==> config.mk <==
export PLATFORM = sky130hd
export DESIGN_NAME = stream_delimiter_splitter_flat
export DESIGN_NICKNAME = d
export VERILOG_FILES = /design/src/design/sds_pkg.sv /design/src/design/sds_ifs.sv /design/src/design/sds_front.sv /design/src/design/sds_cmd_fifo.sv /design/src/design/sds_back.sv /design/src/design/stream_delimiter_splitter.sv /design/src/flat_wrapper.sv
export SDC_FILE = /design/constraint.sdc
export NUM_CORES = 1
export LEC_CHECK = 0
export BUFFER_PORTS_ARGS = -buffer_cell sky130_fd_sc_hd__buf_2
export CAP_MARGIN = 20
export CORE_MARGIN = 5
export CORE_UTILIZATION = 55
export DETAILED_ROUTE_END_ITERATION = 6
export GPL_TIMING_DRIVEN = 1
export PLACE_DENSITY_LB_ADDON = 0.3
export SYNTH_ARGS = -nofsm -noshare
export SYNTH_HDL_FRONTEND = slang
export SYNTH_SLANG_ARGS = --single-unit
export TNS_END_PERCENT = 20
==> constraint.sdc <==
create_clock -name clk -period 4.9 [get_ports clk]
set_clock_uncertainty 0.15 [all_clocks]
set_input_delay 0.98 -clock clk [delete_from_list [all_inputs] [get_ports clk]]
set_output_delay 0.98 -clock clk [all_outputs]
set_load 0.02 [all_outputs]
==> src/design/sds_pkg.sv <==
// Shared types, constants and helpers for the stream delimiter splitter.
// No dependencies; every other file of the block but sds_ifs.sv refers to this package.
package sds_pkg;

  // Delimiter geometry
  localparam int MAX_DELIM_BYTES = 8;
  localparam int CNT_W = $clog2(MAX_DELIM_BYTES + 2);
  localparam int IDX_W = (MAX_DELIM_BYTES > 1) ? $clog2(MAX_DELIM_BYTES) : 1;
  localparam logic [3:0] MAX_LEN = 4'(MAX_DELIM_BYTES);

  localparam logic [7:0] NEWLINE_BYTE = 8'd10;

  // Command queue between the front and back parts
  localparam int QUEUE_DEPTH = 4;
  localparam int QPTR_W = $clog2(QUEUE_DEPTH);

  // Include modes; anything at or above MODE_AFTER puts the delimiter after
  localparam logic [1:0] MODE_DROP   = 2'd0;
  localparam logic [1:0] MODE_BEFORE = 2'd1;
  localparam logic [1:0] MODE_AFTER  = 2'd2;

  // Configuration register indexes
  typedef enum logic [1:0] {
    REG_DELIM_BYTES  = 2'd0,
    REG_DELIM_LENGTH = 2'd1,
    REG_INCLUDE_MODE = 2'd2
  } cfg_index_t;

  localparam logic [63:0] DELIM_BYTES_RST  = 64'd10;
  localparam logic [3:0]  DELIM_LENGTH_RST = 4'd1;
  localparam logic [1:0]  INCLUDE_MODE_RST = MODE_DROP;

  typedef struct packed {
    logic [63:0] delim_bytes;
    logic [3:0]  delim_length;
    logic [1:0]  include_mode;
  } cfg_t;

  // One queued command: cnt delimiter bytes plus an optional tail byte,
  // the tail going either first or last.
  typedef struct packed {
    logic [CNT_W-1:0] cnt;
    logic             has_tail;
    logic             tail_first;
    logic [7:0]       tail_byte;
  } cmd_t;

  // Delimiter byte at a position of the register
  function automatic logic [7:0] delim_at(logic [63:0] bytes, logic [IDX_W-1:0] pos);
    logic [5:0] base;
    base = {3'(pos), 3'b000};
    return bytes[base +: 8];
  endfunction

endpackage

==> src/design/sds_ifs.sv <==
// Valid/ready channel interfaces of the stream delimiter splitter.
// Depends on nothing; the top level and its user connect through these.
interface sds_in_if;
  logic       valid;
  logic       ready;
  logic [7:0] in_byte;
  logic       is_end;
  modport source (output valid, output in_byte, output is_end, input ready);
  modport sink   (input valid, input in_byte, input is_end, output ready);
endinterface

interface sds_out_if;
  logic       valid;
  logic       ready;
  logic [7:0] out_byte;
  logic       last_of_run;
  modport source (output valid, output out_byte, output last_of_run, input ready);
  modport sink   (input valid, input out_byte, input last_of_run, output ready);
endinterface

interface sds_cfg_if;
  logic        valid;
  logic        ready;
  logic [1:0]  index;
  logic [63:0] data;
  modport source (output valid, output index, output data, input ready);
  modport sink   (input valid, input index, input data, output ready);
endinterface

==> src/design/sds_front.sv <==
// Front part: accepts input beats, tracks the delimiter match and issues
// output commands. Depends on sds_pkg.
module sds_front (
  input  logic           clk,
  input  logic           rst_n,
  input  sds_pkg::cfg_t  cfg,
  input  logic           in_valid,
  output logic           in_ready,
  input  logic [7:0]     in_byte,
  input  logic           is_end,
  input  logic           q_full,
  output logic           q_push,
  output sds_pkg::cmd_t  q_cmd
);

  logic [sds_pkg::CNT_W-1:0] matched_r, matched_nxt;
  logic [3:0]                len;
  logic [sds_pkg::CNT_W-1:0] len_c;
  logic                      accept;
  logic                      hit;
  logic                      done;

  // Saturate the delimiter length
  assign len   = (cfg.delim_length > sds_pkg::MAX_LEN) ? sds_pkg::MAX_LEN : cfg.delim_length;
  assign len_c = sds_pkg::CNT_W'(len);

  assign in_ready = !q_full;
  assign accept   = in_valid && in_ready;

  // Next byte of the delimiter matches
  assign hit  = !is_end && (matched_r < len_c) &&
                (in_byte == sds_pkg::delim_at(cfg.delim_bytes,
                                              matched_r[sds_pkg::IDX_W-1:0]));
  assign done = hit && ((matched_r + 1'b1) == len_c);

  // Classify the beat into a command
  always_comb begin
    matched_nxt        = matched_r;
    q_push             = 1'b0;
    q_cmd.cnt          = matched_r;
    q_cmd.has_tail     = 1'b0;
    q_cmd.tail_first   = 1'b0;
    q_cmd.tail_byte    = in_byte;
    if (accept) begin
      if (is_end) begin
        q_push      = (matched_r != '0);
        matched_nxt = '0;
      end else if (hit) begin
        if (done) begin
          q_push          = 1'b1;
          q_cmd.has_tail  = 1'b1;
          q_cmd.tail_byte = sds_pkg::NEWLINE_BYTE;
          if (cfg.include_mode == sds_pkg::MODE_DROP) begin
            q_cmd.cnt = '0;
          end else begin
            q_cmd.cnt        = len_c;
            q_cmd.tail_first = (cfg.include_mode >= sds_pkg::MODE_AFTER);
          end
          matched_nxt = '0;
        end else begin
          matched_nxt = matched_r + 1'b1;
        end
      end else begin
        q_push         = 1'b1;
        q_cmd.has_tail = 1'b1;
        matched_nxt    = '0;
      end
    end
  end

  // Hold the match count
  always_ff @(posedge clk) begin
    if (!rst_n) begin
      matched_r <= '0;
    end else begin
      matched_r <= matched_nxt;
    end
  end

endmodule

==> src/design/sds_cmd_fifo.sv <==
// Short command queue between the front and back parts.
// Depends on sds_pkg for the command type and depth.
module sds_cmd_fifo (
  input  logic          clk,
  input  logic          rst_n,
  input  logic          push,
  input  sds_pkg::cmd_t push_cmd,
  output logic          full,
  input  logic          pop,
  output logic          empty,
  output sds_pkg::cmd_t head
);

  sds_pkg::cmd_t                mem [sds_pkg::QUEUE_DEPTH];
  logic [sds_pkg::QPTR_W-1:0]   wr_ptr_r, rd_ptr_r;
  logic [sds_pkg::QPTR_W:0]     count_r;
  logic                         do_push, do_pop;

  assign full    = (count_r == (sds_pkg::QPTR_W+1)'(sds_pkg::QUEUE_DEPTH));
  assign empty   = (count_r == '0);
  assign do_push = push && !full;
  assign do_pop  = pop && !empty;
  assign head    = mem[rd_ptr_r];

  // Write the entry
  always_ff @(posedge clk) begin
    if (do_push) begin
      mem[wr_ptr_r] <= push_cmd;
    end
  end

  // Advance pointers and count
  always_ff @(posedge clk) begin
    if (!rst_n) begin
      wr_ptr_r <= '0;
      rd_ptr_r <= '0;
      count_r  <= '0;
    end else begin
      if (do_push) wr_ptr_r <= wr_ptr_r + 1'b1;
      if (do_pop)  rd_ptr_r <= rd_ptr_r + 1'b1;
      if (do_push && !do_pop) begin
        count_r <= count_r + 1'b1;
      end else if (do_pop && !do_push) begin
        count_r <= count_r - 1'b1;
      end
    end
  end

endmodule

==> src/design/sds_back.sv <==
// Back part: expands queued commands into output beats, one per cycle while
// the receiver is ready, through a registered output stage. Depends on sds_pkg.
module sds_back (
  input  logic           clk,
  input  logic           rst_n,
  input  logic [63:0]    delim_bytes,
  input  logic           q_empty,
  input  sds_pkg::cmd_t  q_head,
  output logic           q_pop,
  output logic           out_valid,
  input  logic           out_ready,
  output logic [7:0]     out_byte,
  output logic           last_of_run
);

  logic [sds_pkg::CNT_W-1:0] beat_r, beat_nxt;
  logic [sds_pkg::CNT_W-1:0] total;
  logic [sds_pkg::CNT_W-1:0] pos;
  logic                      valid_r, valid_nxt;
  logic [7:0]                byte_r, byte_nxt;
  logic                      last_r, last_nxt;
  logic                      load;
  logic                      is_tail;
  logic                      is_last;

  assign total   = q_head.cnt + sds_pkg::CNT_W'(q_head.has_tail);
  assign is_tail = q_head.has_tail &&
                   (q_head.tail_first ? (beat_r == '0) : (beat_r == q_head.cnt));
  assign pos     = (q_head.has_tail && q_head.tail_first) ? beat_r - 1'b1 : beat_r;
  assign is_last = (beat_r == total - 1'b1);
  assign load    = !q_empty && (!valid_r || out_ready);
  assign q_pop   = load && is_last;

  // Pick the next beat and step through the command
  always_comb begin
    beat_nxt  = beat_r;
    byte_nxt  = byte_r;
    last_nxt  = last_r;
    valid_nxt = valid_r && !out_ready;
    if (load) begin
      valid_nxt = 1'b1;
      last_nxt  = is_last;
      byte_nxt  = is_tail ? q_head.tail_byte
                          : sds_pkg::delim_at(delim_bytes, pos[sds_pkg::IDX_W-1:0]);
      beat_nxt  = is_last ? '0 : beat_r + 1'b1;
    end
  end

  // Control state
  always_ff @(posedge clk) begin
    if (!rst_n) begin
      beat_r  <= '0;
      valid_r <= 1'b0;
    end else begin
      beat_r  <= beat_nxt;
      valid_r <= valid_nxt;
    end
  end

  // Output payload
  always_ff @(posedge clk) begin
    byte_r <= byte_nxt;
    last_r <= last_nxt;
  end

  assign out_valid   = valid_r;
  assign out_byte    = byte_r;
  assign last_of_run = last_r;

endmodule

==> src/design/stream_delimiter_splitter.sv <==
// Top level of the stream delimiter splitter: configuration registers,
// front part, command queue and back part. Depends on sds_pkg, sds_ifs and the part files.
//
// Usage:
//   in_ch  : input beats (in_byte, is_end); is_end flushes a held prefix.
//   out_ch : result beats (out_byte, last_of_run); a newline marks a split,
//            last_of_run flags the final beat caused by one input beat.
//   cfg_ch : register writes (index 0 delim_bytes, 1 delim_length,
//            2 include_mode); always ready, index 3 is ignored. Write only
//            while the block is idle.
// Path: the command of an accepted input beat is written into the queue, and
//   the back part then loads its result beats into the output stage.
// Throughput: one input beat per cycle while each beat makes at most one
//   result and out_ch.ready is high; a beat with k results, k up to
//   MAX_DELIM_BYTES + 1, holds the single registered output stage till all
//   leave. A four-entry queue absorbs bursts; in_ch.ready drops when full.
// Reset: match count, queue and output stage clear; registers take their
//   reset values (newline delimiter, length 1, delimiter dropped).
// Stall: while out_ch.ready is low the output beat holds, the queue fills
//   and then input is held off; nothing is lost.
module stream_delimiter_splitter (
  input  logic        clk,
  input  logic        rst_n,
  sds_in_if.sink      in_ch,
  sds_out_if.source   out_ch,
  sds_cfg_if.sink     cfg_ch
);

  sds_pkg::cfg_t cfg_r;
  sds_pkg::cmd_t push_cmd;
  sds_pkg::cmd_t head_cmd;
  logic          q_push, q_pop, q_full, q_empty;

  assign cfg_ch.ready = 1'b1;

  // Write configuration registers
  always_ff @(posedge clk) begin
    if (!rst_n) begin
      cfg_r.delim_bytes  <= sds_pkg::DELIM_BYTES_RST;
      cfg_r.delim_length <= sds_pkg::DELIM_LENGTH_RST;
      cfg_r.include_mode <= sds_pkg::INCLUDE_MODE_RST;
    end else if (cfg_ch.valid) begin
      unique case (sds_pkg::cfg_index_t'(cfg_ch.index))
        sds_pkg::REG_DELIM_BYTES:  cfg_r.delim_bytes  <= cfg_ch.data;
        sds_pkg::REG_DELIM_LENGTH: cfg_r.delim_length <= cfg_ch.data[3:0];
        sds_pkg::REG_INCLUDE_MODE: cfg_r.include_mode <= cfg_ch.data[1:0];
        default: ;
      endcase
    end
  end

  sds_front u_front (
    .clk      (clk),
    .rst_n    (rst_n),
    .cfg      (cfg_r),
    .in_valid (in_ch.valid),
    .in_ready (in_ch.ready),
    .in_byte  (in_ch.in_byte),
    .is_end   (in_ch.is_end),
    .q_full   (q_full),
    .q_push   (q_push),
    .q_cmd    (push_cmd)
  );

  sds_cmd_fifo u_fifo (
    .clk      (clk),
    .rst_n    (rst_n),
    .push     (q_push),
    .push_cmd (push_cmd),
    .full     (q_full),
    .pop      (q_pop),
    .empty    (q_empty),
    .head     (head_cmd)
  );

  sds_back u_back (
    .clk         (clk),
    .rst_n       (rst_n),
    .delim_bytes (cfg_r.delim_bytes),
    .q_empty     (q_empty),
    .q_head      (head_cmd),
    .q_pop       (q_pop),
    .out_valid   (out_ch.valid),
    .out_ready   (out_ch.ready),
    .out_byte    (out_ch.out_byte),
    .last_of_run (out_ch.last_of_run)
  );

endmodule

==> src/flat_wrapper.sv <==
// flat-port wrapper written by rule: the top's interface ports become plain ports
module stream_delimiter_splitter_flat 
  (clk, rst_n, in_ch_valid, in_ch_in_byte, in_ch_is_end, in_ch_ready, out_ch_valid, out_ch_out_byte, out_ch_last_of_run, out_ch_ready, cfg_ch_valid, cfg_ch_index, cfg_ch_data, cfg_ch_ready);
  sds_in_if in_ch_i ();
  sds_out_if out_ch_i ();
  sds_cfg_if cfg_ch_i ();
  input  logic clk;
  input  logic rst_n;
  input wire logic [$bits(in_ch_i.valid)-1:0] in_ch_valid;
  input wire logic [$bits(in_ch_i.in_byte)-1:0] in_ch_in_byte;
  input wire logic [$bits(in_ch_i.is_end)-1:0] in_ch_is_end;
  output wire logic [$bits(in_ch_i.ready)-1:0] in_ch_ready;
  output wire logic [$bits(out_ch_i.valid)-1:0] out_ch_valid;
  output wire logic [$bits(out_ch_i.out_byte)-1:0] out_ch_out_byte;
  output wire logic [$bits(out_ch_i.last_of_run)-1:0] out_ch_last_of_run;
  input wire logic [$bits(out_ch_i.ready)-1:0] out_ch_ready;
  input wire logic [$bits(cfg_ch_i.valid)-1:0] cfg_ch_valid;
  input wire logic [$bits(cfg_ch_i.index)-1:0] cfg_ch_index;
  input wire logic [$bits(cfg_ch_i.data)-1:0] cfg_ch_data;
  output wire logic [$bits(cfg_ch_i.ready)-1:0] cfg_ch_ready;
  assign in_ch_i.valid = in_ch_valid;
  assign in_ch_i.in_byte = in_ch_in_byte;
  assign in_ch_i.is_end = in_ch_is_end;
  assign in_ch_ready = in_ch_i.ready;
  assign out_ch_valid = out_ch_i.valid;
  assign out_ch_out_byte = out_ch_i.out_byte;
  assign out_ch_last_of_run = out_ch_i.last_of_run;
  assign out_ch_i.ready = out_ch_ready;
  assign cfg_ch_i.valid = cfg_ch_valid;
  assign cfg_ch_i.index = cfg_ch_index;
  assign cfg_ch_i.data = cfg_ch_data;
  assign cfg_ch_ready = cfg_ch_i.ready;
  stream_delimiter_splitter u_core (.clk(clk), .rst_n(rst_n), .in_ch(in_ch_i), .out_ch(out_ch_i), .cfg_ch(cfg_ch_i));
endmodule
# [Word level (Yosys, flattened, before mapping)]
# Memory sizes are Yosys's and may differ from the RTL's. A register that Yosys moved wholly into a read port is not among the register bits.
# Index checks and enable logic that the tools add are counted.
[classes] n_shift=2 add_sub_neg=9 eq_ne=7 order_cmp=3 n_mux=27 reduce_logical=30
[op_table] operator="variable part select 64 x 7 -> 8 bit" count=2
[op_table] operator="two-way mux 14 bit" count=3
[op_table] operator="two-way mux 4 bit" count=7
[op_table] operator="logical AND 1 bit" count=13
[op_table] operator="== test 4 bit" count=3
[op_table] operator="two-way mux 1 bit" count=10
[op_table] operator="two-way mux 3 bit" count=3
[op_table] operator="two-way mux 9 bit" count=1
[op_table] operator="adder 4 x 1 -> 4 bit, second input constant" count=2
[op_table] operator="== test 8 bit" count=1
[op_table] operator="two-way mux 8 bit" count=1
[op_table] operator="zero test 1 bit" count=7
[op_table] operator="AND reduction 2 bit" count=3
[op_table] operator="subtractor 3 x 1 -> 3 bit, second input constant" count=2
[op_table] operator="adder 2 x 1 -> 2 bit, second input constant" count=2
[op_table] operator="adder 4 x 1 -> 4 bit" count=1
[op_table] operator="> comparator 4 bit, second input constant" count=1
[op_table] operator="zero test 2 bit" count=2
[op_table] operator="zero test 4 bit" count=1
[op_table] operator="< comparator 4 bit" count=1
[op_table] operator="two-way mux 2 bit" count=2
[op_table] operator="nonzero test 4 bit" count=1
[op_table] operator="subtractor 4 x 1 -> 4 bit, second input constant" count=1
[op_table] operator="adder 3 x 1 -> 3 bit, second input constant" count=1
[op_table] operator="7 further kinds" count=7
[word_totals] n_memories=1 word_cells=90 regBits=95 ram_bits=56 output_inout_bits=12 in_bits=80
[memory_table] memory="u_core.u_fifo.mem" depth=4 width=14 rd=1 rd_ports_with_merged_regs=1 write_ports=1 line_no="sds_cmd_fifo.sv:14" source="sds_pkg::cmd_t mem [sds_pkg::QUEUE_DEPTH];"

# [Longest topological paths before layout]
[logic_depth] ltp_word=15 mapped_depth=16

# [Modules after synthesis]
# Synthesis repeated with hierarchy kept, for this count alone.
[unflattened] cells_unflattened=818 hier_area_um2=8533.2
[by_module_without_submodules] module="stream_delimiter_splitter" cells_each=305 area_each_um2=2872.8 n_inst=1
[by_module_without_submodules] module="sds_cmd_fifo" cells_each=121 area_each_um2=2522.4 n_inst=1
[by_module_without_submodules] module="sds_back" cells_each=256 area_each_um2=1914.3 n_inst=1
[by_module_without_submodules] module="sds_front" cells_each=136 area_each_um2=1223.7 n_inst=1

# [Least setup slack after synthesis]
# No wires, ideal clock.
[synth_timing] path_kind="register to register" startpoint="register u_core.u_front.matched_r[1] (netlist name)" endpoint="register u_core.u_fifo.count_r[2] (netlist name)" setup_ns=0.070 arrival_time_ns=3.543 required_ns=4.680 slack_ns=1.137 stages_incl_launch_ff=16 path_cell_list="dfxtp_1 -> buf_2 -> buf_2 -> inv_1 -> ha_1 -> xor2_1 -> or3_1 -> a211oi_2 -> nor2_1 -> a21oi_2 -> ha_1 -> inv_1 -> fa_1 -> xor2_1 -> or3_1 -> a21oi_1"
[synth_via] elab_chain_len=12
[synth_lines] element="start, declared" line_no="sds_front.sv:16" source="logic [sds_pkg::CNT_W-1:0] matched_r, matched_nxt;"
[synth_lines] element="start signal, assigned" line_no="sds_front.sv:76" source="matched_r <= matched_nxt;"
[synth_lines] element="variable part select 64 x 7 -> 8 bit or < comparator 4 bit (tied branches)" line_no="sds_pkg.sv:52, sds_front.sv:31"
[synth_lines] element="== test 8 bit or logical AND 1 bit (tied branches)" line_no="sds_front.sv:32, sds_front.sv:31"
[synth_lines] element="logical AND 1 bit" line_no="sds_front.sv:31" source="assign hit = !is_end && (matched_r < len_c) &&"
[synth_lines] element="logical AND 1 bit" line_no="sds_front.sv:34" source="assign done = hit && ((matched_r + 1'b1) == len_c);"
[synth_lines] element="two-way mux 1 bit" line_no="sds_front.sv:49" source="if (done) begin"
[synth_lines] element="two-way mux 1 bit" line_no="sds_front.sv:48" source="end else if (hit) begin"
[synth_lines] element="two-way mux 1 bit *" line_no="sds_front.sv:45" source="if (is_end) begin"
[synth_lines] element="two-way mux 1 bit *" line_no="sds_front.sv:44" source="if (accept) begin"
[synth_lines] element="logical AND 1 bit *" line_no="sds_cmd_fifo.sv:21" source="assign do_push = push && !full;"
[synth_lines] element="net u_core.u_fifo.do_push" line_no="sds_cmd_fifo.sv:17" source="logic do_push, do_pop;"
[synth_lines] element="zero test 1 bit" line_no="sds_cmd_fifo.sv:43" source="end else if (do_pop && !do_push) begin"
[synth_lines] element="logical AND 1 bit" line_no="sds_cmd_fifo.sv:43"
[synth_lines] element="nonzero test 2 bit (no source line)"
[synth_lines] element="end signal, assigned" line_no="sds_cmd_fifo.sv:42" source="count_r <= count_r + 1'b1;"
[synth_lines] element="end signal, assigned" line_no="sds_cmd_fifo.sv:44" source="count_r <= count_r - 1'b1;"
[synth_lines] element="end, declared" line_no="sds_cmd_fifo.sv:16" source="logic [sds_pkg::QPTR_W:0] count_r;"
# Mark *: on every way through the listed nets, which the timed path passes. The rest lies on a longest branch.
# A chain may end at the register's enable or synchronous reset.

# [Final worst setup path]
[layout_timing] startpoint="register u_core.u_front.matched_r[0] (netlist name)" endpoint="register u_core.u_fifo.count_r[2] (netlist name)"
# Same word-level chain as after synthesis.

==> impl_metrics.py <==
metrics = {
    "yosys": {
        "syn_inst": 738,
        "seq_area_frac_synth_pct": 49.34,
        "synth_area_leader_cell": "edfxtp_1",
        "syn_area_per_cell_um2": 10.20,
        "synth_edf_count": 65,
        "synth-seq-cells": 153,
        "synthFlopType": "dfxtp_1",
        "syn-num-nets": 835,
        "synth_warnings": 0,
        "synth_area_um2": 7526,
        "synth.top_cell.area_share_pct": 25.94,
        "synth.distinct_cells": 51,
        "async_reset_ff_share_pct": 0,
        "yosys-top-cells-area": "edfxtp_1, dfxtp_1, nand2_1",
    },
    "clock_tree": {
        "clk_path_buf_depth": 2,
        "clkLatencyLatePin_ns": 0.43,
        "cts_root_buf": "clkbuf_16",
        "cts_tree": "done",
        "cts.clk_slew.worst_paths_ns": 0.06,
        "cts_hold_buf": 0,
        "cts_max_level": 4,
        "cts-resized-gates": 0,
        "cts_buffers": 17,
        "cts_setup_buffers": 0,
        "clock-sinks": 153,
    },
    "setup_path": {
        "crit_arrival_ns": 4.13,
        "regToRegSetupSlack_ns": 0.95,
        "crit_type": "register to register",
        "cp_max_fo": 17,
        "crit_path_end_kind": "register",
        "worstRegToRegCells": 14,
        "r2r-start": "u_core.u_front.matched_r[0]$_SDFFE_PN0P_",
        "start_kind": "register",
        "crit_required_ns": 5.09,
        "r2r-end": "u_core.u_fifo.count_r[2]$_SDFFE_PN0P_",
    },
    "final_layout": {
        "final_cells": 1002,
        "area_growth_pct": 15.61,
        "nFillCells": 1085,
        "num_antenna_cells": 0,
        "drive_gt1_share_pct": 20.10,
        "nNetsFinal": 910,
    },
    "sta": {
        "max_freq_ghz": 0.2533,
        "finalSetupTns_ns": 0,
        "maxSlewViolCount": 0,
        "rsz0062_at_grt": "false",
        "setup_viol": 0,
        "hold_viol_final": 0,
        "slew_headroom_pct": 32.55,
        "tightest_slew_ns": 1.011,
        "period_share_pct": 80.56,
        "period_minus_slack_ns": 3.947,
    },
    "floorplan": {
        "initial_core_util_pct": 56.38,
        "core_um2": 13350,
        "ios": 92,
        "dieArea_um2": 16120,
        "dieHeight_um": 127.0,
        "die_w_um": 127.0,
        "rows": 42,
    },
    "detailed_routing": {
        "antenna_left": 0,
        "vias": 5823,
        "first_iter_violations": 598,
        "wire_per_inst_um": 19.65,
        "drt-vias-per-instance": 5.811,
        "drt-total-wl_um": 19690,
        "drc": 0,
        "drt_first_pass_iters": 6,
    },
    "grt": {
        "antenna_found_initial": 0,
        "grt_pass1_wl_um": 30820,
        "grtUsageMet3_pct": 5.008,
        "grt_overflow_total": 0,
        "grtUsageTotal_pct": 24.91,
        "grt_use_met2_pct": 39.01,
        "grt_start_max_net_pins": 65,
        "grt_pass1_vias": 5675,
        "grtUsageMet1_pct": 33.90,
        "top_usage_layer": "met2",
    },
    "power": {
        "leakage_nw": 3.221,
        "power.density_nw_per_um2": 428.3,
        "ir_worst_vdd_uv": 255.8,
    },
    "placement": {
        "gp_congestion": 0.8883,
        "placed_cells": 970,
        "io_buffers": 90,
        "dp_hpwl_um": 14260,
    },
    "run": {
        "maxCapViolations": 0,
    },
    "run_status": {
        "status": "finished clean",
    },
    "worst_hold_path": {
        "hold_path_startpoint": "u_core.cfg_r[17]$_SDFFE_PN0P_",
        "holdPathEnd": "u_core.cfg_r[17]$_SDFFE_PN0P_",
        "holdPathStages": 2,
        "hold_class": "register to register",
    },
}
-- report_power, final --
| group | internal (mW) | leakage, nW | switching, mW |
|---|---|---|---|
| sequential | 1.44 | 1.32 | 0.0757 |
| clock | 0.869 | 0.309 | 0.525 |
| combinational | 0.308 | 1.59 | 0.504 |
| total | 2.62 | 3.22 | 1.11 |
-- stage by stage --
| step | power [mW] | cell area [um^2] | util [%] | hold WS, ns | setup WS, ns |
|---|---|---|---|---|---|
| floorplan | 2.075 | 7526 | - | 0.2865 | 1.137 |
| global route | 3.882 | 8701 | 65.19 | 0.3609 | 0.7973 |
| detailed placement | 2.339 | 8068 | 60.44 | 0.3218 | 0.9572 |
| global placement | 2.315 | 8068 | 60.44 | 0.3009 | 1.129 |
| CTS | 3.733 | 8701 | 65.19 | 0.3306 | 0.9419 |
| finish | 3.727 | 8701 | 65.19 | 0.3311 | 0.9527 |
-- placed cells by master, fill, tap and decap left out, drive strengths merged, types with 3 or more instances in the layout --
cell type    n
inv         19
a32oi        7
o22ai        3
xor2         8
mux2         4
a21oi       32
nor2b        7
a22oi        7
nand4        3
bufinv       4
nor3         3
o21ai        8
a41o         7
clkinv       6
xnor2       16
dfxtp       88
nand2b       4
clkbuf      18
nand2      195
a21boi      44
buf        100
and2        12
ha          16
mux2i       41
edfxtp      65
nor2        27
and3        12
mux4        22
nand3       24
-- worst max path at each step --
stage                                             startpoint                               endpoint  slack [ns]  depth (start not counted)
floorplan           u_core.u_front.matched_r[1]$_SDFFE_PN0P_  u_core.u_fifo.count_r[2]$_SDFFE_PN0P_        1.14                         15
global placement    u_core.u_front.matched_r[0]$_SDFFE_PN0P_  u_core.u_fifo.count_r[2]$_SDFFE_PN0P_        1.13                         14
detailed placement  u_core.u_front.matched_r[0]$_SDFFE_PN0P_  u_core.u_fifo.count_r[2]$_SDFFE_PN0P_        0.96                         14
CTS                 u_core.u_front.matched_r[0]$_SDFFE_PN0P_  u_core.u_fifo.count_r[2]$_SDFFE_PN0P_        0.94                         14
global route        u_core.u_front.matched_r[0]$_SDFFE_PN0P_  u_core.u_fifo.count_r[2]$_SDFFE_PN0P_        0.80                         14
finish              u_core.u_front.matched_r[0]$_SDFFE_PN0P_  u_core.u_fifo.count_r[2]$_SDFFE_PN0P_        0.95                         14
-- metal layers --
metal | part of all wire (%) | vias up
met5 | 0 | -
met2 | 46 | 254
met1 | 43 | 2770
li1 | - | 2752
met4 | 3.1 | 0
met3 | 7.4 | 47
-- registers in the layout, summed over array words and instances, names as in the netlist, named ones only --
name / cells
u_core.u_back.beat_r: 4
u_core.u_front.matched_r: 4
u_core.u_back.last_of_run: 1
u_core.u_fifo.count_r: 3
u_core.u_back.out_byte: 8
u_core.u_back.out_valid: 1
u_core.cfg_r: 70
u_core.u_fifo.mem: 56
u_core.u_fifo.rd_ptr_r: 2
u_core.u_fifo.wr_ptr_r: 2
-- Yosys cell counts (all sizes together) (4+ instances only) --
library cell and instances:
a21boi 44, a21oi 32, a22oi 7, a32oi 7
a41o 7, and2 12, and3 12, buf 15
clkbuf 29, dfxtp 88, edfxtp 65, ha 16
inv 16, mux2 4, mux2i 41, mux4 22
nand2 195, nand2b 4, nand3 24, nor2 27
nor2b 7, o21ai 8, xnor2 16, xor2 8
-- logic make-up (layout without fill, tap and decap cells) --
group / count (synthesis) / in the layout / share of synthesized area, %
adders and majority gates: 17 / 17 / 2.926
DFF: 153 / 153 / 49.34
buffers and inverters: 60 / 148 / 3.574
AOI/OAI and AO/OA: 116 / 116 / 10.72
muxes: 67 / 67 / 12.68
other: 1 / 1 / 0.04983
and+or+nand+nor: 300 / 300 / 17.81
xor gates and xnor gates: 24 / 24 / 2.893
-- critical path: stages, from the launching register on --
cell and delay, ns:
dfxtp_1 0.30, buf_4 0.23, inv_1 0.16, ha_1 0.36, xor2_1 0.15, or3_1 0.32, a211oi_2 0.38, nor2_1 0.13
a21oi_2 0.32, ha_1 0.24, inv_1 0.06, fa_1 0.38, xor2_1 0.19, or3_1 0.33, a21oi_1 0.16
-- cell type report --
| cell class | count | area, um^2 | share of cell area, % |
|---|---|---|---|
| multi-input cells | 525 | 3548 | 40.78 |
| clock inverters | 14 | 193.9 | 2.229 |
| clock buffers | 18 | 439.2 | 5.047 |
| inverters | 16 | 60.06 | 0.6903 |
| repair buffers | 100 | 525.5 | 6.040 |
| well taps | 176 | 220.2 | 2.531 |
| flip-flops and latches | 153 | 3714 | 42.68 |
(Power assumes the default switching activity.)
